<file path="src/sv/urp_pkg.sv">
// Package for the unicode-range token parser.
// Holds the beat types, the parse phase codes, character constants and the hex decoder.
// No dependencies.
`timescale 1ns / 1ps
`default_nettype none

package urp_pkg;

    typedef struct packed {
        logic [7:0] ch;
        logic       last;
    } item_t;

    typedef struct packed {
        logic [63:0] range_start;
        logic [63:0] range_end;
        logic [15:0] consumed;
    } result_t;

    typedef enum logic [1:0] {
        PH_START,
        PH_QMARK,
        PH_END,
        PH_DONE
    } phase_t;

    localparam logic [7:0]  CH_QMARK     = 8'h3F;
    localparam logic [7:0]  CH_DASH      = 8'h2D;
    localparam logic [3:0]  NIBBLE_F     = 4'hF;
    localparam logic [15:0] CONSUMED_MAX = 16'hFFFF;

    // Returns {is_hex, value}; value is zero when the byte is not a hex digit.
    function automatic logic [4:0] hex_decode(input logic [7:0] c);
        logic [4:0] r;
        r = 5'd0;
        if (c >= 8'h30 && c <= 8'h39)
        begin
            r = {1'b1, 4'(c - 8'h30)};
        end
        else if (c >= 8'h41 && c <= 8'h46)
        begin
            r = {1'b1, 4'(c - 8'h41 + 8'd10)};
        end
        else if (c >= 8'h61 && c <= 8'h66)
        begin
            r = {1'b1, 4'(c - 8'h61 + 8'd10)};
        end
        return r;
    endfunction

endpackage

`default_nettype wire

</file>
<file path="src/sv/unicode_range_parser.sv">
// Unicode-range token parser: one byte per beat, one result beat per token.
// A byte accepted into the input register is parsed by the combinational step; the result register takes the result.
// Throughput: one byte per cycle, since the parse step between the input register and the
// result register is combinational; stalls only while a result beat is held by result_stall.
// Reset (rst_n, asynchronous, active low) empties both registers and clears the parse state.
// Depends on urp_pkg and urp_step.
`timescale 1ns / 1ps
`default_nettype none

module unicode_range_parser #(
    parameter int MAX_HEX_DIGITS = 6,
    parameter int COUNT_BITS     = 16
) (
    input  var logic              clk,
    input  var logic              rst_n,
    input  var logic              item_valid,
    output logic                  item_stall,
    input  var urp_pkg::item_t    item,
    output logic                  result_valid,
    input  var logic              result_stall,
    output urp_pkg::result_t      result
);
    import urp_pkg::*;

    localparam int DW = $clog2(MAX_HEX_DIGITS + 1);

    logic                  in_valid_reg;
    item_t                 in_data_reg;
    logic                  res_valid_reg;
    result_t               res_data_reg;

    phase_t                phase_reg;
    logic [63:0]           start_reg;
    logic [63:0]           end_reg;
    logic [DW - 1:0]       digit_reg;
    logic [COUNT_BITS-1:0] count_reg;

    phase_t                phase_next;
    logic [63:0]           start_next;
    logic [63:0]           end_next;
    logic [DW - 1:0]       digit_next;
    logic [COUNT_BITS-1:0] count_next;
    result_t               step_result;

    logic                  advance;

    // The pipeline moves unless a finished result is waiting on the far side.
    assign advance    = !(res_valid_reg && result_stall);
    assign item_stall = in_valid_reg && !advance;

    urp_step #(
        .MAX_HEX_DIGITS (MAX_HEX_DIGITS),
        .COUNT_BITS     (COUNT_BITS)
    ) u_step (
        .phase       (phase_reg),
        .start_acc   (start_reg),
        .end_acc     (end_reg),
        .digit_count (digit_reg),
        .char_count  (count_reg),
        .item        (in_data_reg),
        .phase_next  (phase_next),
        .start_next  (start_next),
        .end_next    (end_next),
        .digit_next  (digit_next),
        .count_next  (count_next),
        .result      (step_result)
    );

    always_ff @(posedge clk or negedge rst_n)
    begin
        if (!rst_n)
        begin
            in_valid_reg  <= 1'b0;
            res_valid_reg <= 1'b0;
            phase_reg     <= PH_START;
            start_reg     <= 64'd0;
            end_reg       <= 64'd0;
            digit_reg     <= '0;
            count_reg     <= '0;
        end
        else
        begin
            if (!in_valid_reg || advance)
            begin
                in_valid_reg <= item_valid;
            end
            if (advance)
            begin
                res_valid_reg <= in_valid_reg && in_data_reg.last;
                if (in_valid_reg)
                begin
                    phase_reg <= phase_next;
                    start_reg <= start_next;
                    end_reg   <= end_next;
                    digit_reg <= digit_next;
                    count_reg <= count_next;
                end
            end
        end
    end

    always_ff @(posedge clk)
    begin
        if (!in_valid_reg || advance)
        begin
            in_data_reg <= item;
        end
        if (advance && in_valid_reg && in_data_reg.last)
        begin
            res_data_reg <= step_result;
        end
    end

    assign result_valid = res_valid_reg;
    assign result       = res_data_reg;

endmodule

`default_nettype wire

</file>
<file path="src/sv/urp_step.sv">
// One parse step of the unicode-range parser: next state and result for one byte.
// Purely combinational; depends on urp_pkg.
`timescale 1ns / 1ps
`default_nettype none

module urp_step #(
    parameter int MAX_HEX_DIGITS = 6,
    parameter int COUNT_BITS     = 16
) (
    input  var urp_pkg::phase_t                             phase,
    input  var logic [63:0]                                 start_acc,
    input  var logic [63:0]                                 end_acc,
    input  var logic [$clog2(MAX_HEX_DIGITS + 1) - 1:0]     digit_count,
    input  var logic [COUNT_BITS - 1:0]                     char_count,
    input  var urp_pkg::item_t                              item,
    output urp_pkg::phase_t                                 phase_next,
    output logic [63:0]                                     start_next,
    output logic [63:0]                                     end_next,
    output logic [$clog2(MAX_HEX_DIGITS + 1) - 1:0]         digit_next,
    output logic [COUNT_BITS - 1:0]                         count_next,
    output urp_pkg::result_t                                result
);
    import urp_pkg::*;

    localparam int DW = $clog2(MAX_HEX_DIGITS + 1);
    localparam logic [DW - 1:0] DIGIT_LIMIT = DW'(MAX_HEX_DIGITS);

    logic [4:0]            hex;
    logic                  is_hex;
    logic                  room;
    logic                  bump;
    phase_t                ph;
    logic [63:0]           s_acc;
    logic [63:0]           e_acc;
    logic [DW - 1:0]       d_cnt;
    logic [COUNT_BITS-1:0] c_cnt;
    logic [31:0]           count_wide;

    assign hex    = hex_decode(item.ch);
    assign is_hex = hex[4];
    assign room   = digit_count < DIGIT_LIMIT;

    always_comb
    begin
        ph    = phase;
        s_acc = start_acc;
        e_acc = end_acc;
        d_cnt = digit_count;
        bump  = 1'b0;
        case (phase)
            PH_START:
            begin
                if (is_hex && room)
                begin
                    s_acc = {start_acc[59:0], hex[3:0]};
                    d_cnt = digit_count + DW'(1);
                    bump  = 1'b1;
                end
                else if (item.ch == CH_QMARK)
                begin
                    s_acc = {start_acc[59:0], 4'h0};
                    e_acc = {start_acc[59:0], NIBBLE_F};
                    bump  = 1'b1;
                    ph    = PH_QMARK;
                end
                else if (item.ch == CH_DASH)
                begin
                    e_acc = 64'd0;
                    d_cnt = '0;
                    bump  = 1'b1;
                    ph    = PH_END;
                end
                else
                begin
                    e_acc = 64'd0;
                    ph    = PH_DONE;
                end
            end
            PH_QMARK:
            begin
                if (item.ch == CH_QMARK)
                begin
                    s_acc = {start_acc[59:0], 4'h0};
                    e_acc = {end_acc[59:0], NIBBLE_F};
                    bump  = 1'b1;
                end
                else
                begin
                    ph = PH_DONE;
                end
            end
            PH_END:
            begin
                if (is_hex && room)
                begin
                    e_acc = {end_acc[59:0], hex[3:0]};
                    d_cnt = digit_count + DW'(1);
                    bump  = 1'b1;
                end
                else
                begin
                    ph = PH_DONE;
                end
            end
            default:
            begin
                ph = phase;
            end
        endcase
    end

    // The byte counter sticks at all ones.
    assign c_cnt = (bump && char_count != '1) ? char_count + COUNT_BITS'(1) : char_count;
    assign count_wide = 32'(c_cnt);

    assign result.range_start = s_acc;
    assign result.range_end   = (ph == PH_START) ? 64'd0 : e_acc;
    assign result.consumed    = (count_wide > 32'(CONSUMED_MAX)) ? CONSUMED_MAX
                                                                 : count_wide[15:0];

    // The final byte of a token returns the parser to its initial state.
    always_comb
    begin
        if (item.last)
        begin
            phase_next = PH_START;
            start_next = 64'd0;
            end_next   = 64'd0;
            digit_next = '0;
            count_next = '0;
        end
        else
        begin
            phase_next = ph;
            start_next = s_acc;
            end_next   = e_acc;
            digit_next = d_cnt;
            count_next = c_cnt;
        end
    end

endmodule

`default_nettype wire
</file>
<file path="config.mk">
export PLATFORM = sky130hd
export DESIGN_NAME = unicode_range_parser
export DESIGN_NICKNAME = d
export VERILOG_FILES = /design/src/sv/urp_pkg.sv /design/src/sv/unicode_range_parser.sv /design/src/sv/urp_step.sv
export SDC_FILE = /design/constraint.sdc
export NUM_CORES = 1
export LEC_CHECK = 0
export CORE_ASPECT_RATIO = 2
export CORE_MARGIN = 2
export CORE_UTILIZATION = 47
export DETAILED_ROUTE_END_ITERATION = 10
export DONT_BUFFER_PORTS = 1
export GPL_TIMING_DRIVEN = 1
export PLACE_DENSITY = 0.69
export SYNTH_ARGS = -nofsm -noshare
export SYNTH_HDL_FRONTEND = slang
export SYNTH_HIERARCHICAL = 1
export SYNTH_SLANG_ARGS = --single-unit
</file>
<file path="constraint.sdc">
create_clock -name clk -period 23.2 [get_ports clk]
set_input_delay 5.8 -clock clk [delete_from_list [all_inputs] [get_ports clk]]
set_output_delay 5.8 -clock clk [all_outputs]
set_load 0.005 [all_outputs]
</file>
==> impl_metrics.toml <==
[floorplan]
rows = 97
io_pins = 159
initial_core_util = 0.4749
dieWidth_um = 136.7
design.core.area_sq_mm = 0.03483
die_h_um = 269.3
die-area_sq_mm = 0.03681

[timing]
finalCritPeriodShare = 0.5071
worst_slew_pin_slew_ns = 1.123
hold_viol = 0
maxSlewViolCount = 0
fmax_mhz = 85.00
fin_skew_ns = 0.01609
slew_headroom = 0.2515
period_minus_slack_ns = 11.76
setup_viol_count_final = 0
finalSetupTns_ns = 0
rsz0062_at_grt = "false"

[detailed_routing]
ant_nets = 0
wl_per_cell_um = 25.10
drt-total-wl_um = 46040
vias = 11950
viasPerCell = 6.515
first_iter_violations = 1162
drc = 0
detail_route.first_pass.iterations = 7

[logic_synthesis]
synth_area_leaders = "edfxtp_1 (28%), dfrtp_1 (23%), mux2_2 (12%)"
synth_top_area_frac = 0.2777
ys.flop_type = "edfxtp_1"
synth-seq-area-share = 0.5061
synth_nets = 1447
syn_area_per_cell_sq_um = 11.58
ys_seq_elements = 304
yosysUniqueCellTypes = 75
ys_async_sr_fraction = 0.4967
yosysWarnings = 6
synth_edf_count = 153
syn_area_sq_mm = 0.01654
post-synth-top-area-cell = "edfxtp_1"
synthCells = 1429

[setup_path]
path_buf_inv = 0
crit_chain = "and3_1"
cp-start-kind = "input pin"
worstPathArrival_ns = 5.96
path_class = "in -> out"
slowest_delay_ns = 0.16
worst-path-max-fanout = 4
required_ns = 17.40
crit_family = "simple AND/OR/NAND/NOR gates"
cp-end-kind = "primary output"
critPathSlowestCell = "and3_1"

[placement]
place_inst = 1782
io_buffers = 0
hpwl_um = 27250
gp_congestion = 0.8628

[final_layout]
fin_cells = 1834
nNetsFinal = 1385
area_growth_syn_to_layout_pct = 7.465
n_antenna_cell = 0
most-common-layout-cells = "mux2_2 (173), edfxtp_1 (153), dfrtp_1 (149)"
final_common_cell = "mux2_2"
largest_register_ffs = 144
drive_gt1_frac = 0.2189

[cts]
clock_latency_ns = 0.57
cts_root_buf = "clkbuf_16"
clk_pin_slew_ns = 0.06
clkSinkCount = 304
cts_tree = "built"
hold_buffers = 0
htreeDepth = 1
cts_resized = 0
postCtsSetupRepairBufs = 0
clock_path_buffers = 3
cts_made_buffers = 28

[global_route]
grt_max_degree = 152
grt_pass1_vias = 11760
antenna_found_initial = 0
grt-ovfl-total = 0
grt_first_pass_wirelength_um = 70330
grt_use_total = 0.2457

[run_status]
status = "complete, no violations"

[power_and_ir_drop]
total_leakage_power_nw = 6.974
cellPowerDensity_mw_per_mm2 = 80.66
ir_drop_uv = 69.56

[flow_run]
cap_viol_max_count = 0

[min_path]
hold_class = "reg -> reg"
-- cell families (layout without fill, tap and decap cells) --
kind of cell | after synthesis | in the layout | share of synthesized area
compound gates | 405 | 405 | 0.1750
simple gates | 332 | 332 | 0.1016
flops | 304 | 304 | 0.5061
mux | 242 | 242 | 0.1683
buf+inv | 127 | 87 | 0.03774
xor+xnor | 14 | 14 | 0.007412
fa+ha+maj | 5 | 5 | 0.003782
-- worst paths after layout --
check	start	endpoint	slack, ns	depth (start not counted)
worst max register to register	in_data_reg[1]$_DFFE_PP_	start_reg[22]$_DFFE_PN0P_	19.26	10
worst min register to register	start_reg[60]$_DFFE_PN0P_	start_reg[60]$_DFFE_PN0P_	0.51	1
worst min-delay path	start_reg[60]$_DFFE_PN0P_	start_reg[60]$_DFFE_PN0P_	0.51	1
worst max-delay path	result_stall	item_stall	11.44	1
min in group asynchronous	rst_n	start_reg[56]$_DFFE_PN0P_	4.93	0
max in group asynchronous	rst_n	start_reg[20]$_DFFE_PN0P_	17.88	0
-- final cells by class --
| class | instances | area (sq um) |
|---|---|---|
| repair buffers | 26 | 220.2 |
| clock inverters | 20 | 244.0 |
| inverters | 9 | 33.78 |
| well taps | 445 | 556.8 |
| flip-flops and latches | 304 | 8376 |
| fillers | 3046 | 17050 |
| clock buffers | 32 | 725.7 |
| multi-input cells | 998 | 7622 |
-- power breakdown --
| part | internal (mW) | switching [mW] | leakage, nW |
|---|---|---|---|
| clock | 0.273 | 0.216 | 0.454 |
| sequential | 0.620 | 0.0509 | 3.58 |
| combinational | 0.0965 | 0.178 | 2.94 |
-- synthesized netlist by cell type, types with 7 or more instances --
cell	instances
nor2_1	65
nor2b_1	79
mux2i_1	28
mux2_1	16
a311oi_1	13
nand2_1	87
buf_2	25
buf_6	14
a211oi_1	42
a221oi_1	24
nand3_1	36
dfrtp_1	151
o21bai_1	18
buf_1	7
clkbuf_1	69
o2bb2ai_1	39
o21ai_0	61
nor3_1	18
a22o_1	50
edfxtp_1	153
a21o_1	9
xnor2_1	9
mux2_4	25
a21oi_1	96
nand4_1	10
and3_1	18
mux2_2	173
-- metrics by stage --
step	setup WS (ns)	util	power, mW	hold slack, ns	instance area (sq um)
6_report	11.44	0.5104	1.434	0.5147	17780
2_1_floorplan	9.932	-	0.8706	0.4751	16540
4_1_cts	11.43	0.5104	1.441	0.5171	17780
3_5_place_dp	11.43	0.4826	0.9493	0.4995	16810
5_1_grt	11.42	0.5104	1.493	0.5349	17780
3_3_place_gp	11.43	0.4826	0.9397	0.4852	16810
-- per-layer routing --
metal / vias up / routed length [um] / track usage
li1: 5308 / - / -
met1: 5976 / 17150 / 0.3000
met2: 517 / 23390 / 0.4139
met3: 147 / 2893 / 0.03309
met4: 0 / 2606 / 0.1327
met5: - / 0 / 0
No activity file was read; power rests on OpenSTA's default activity.
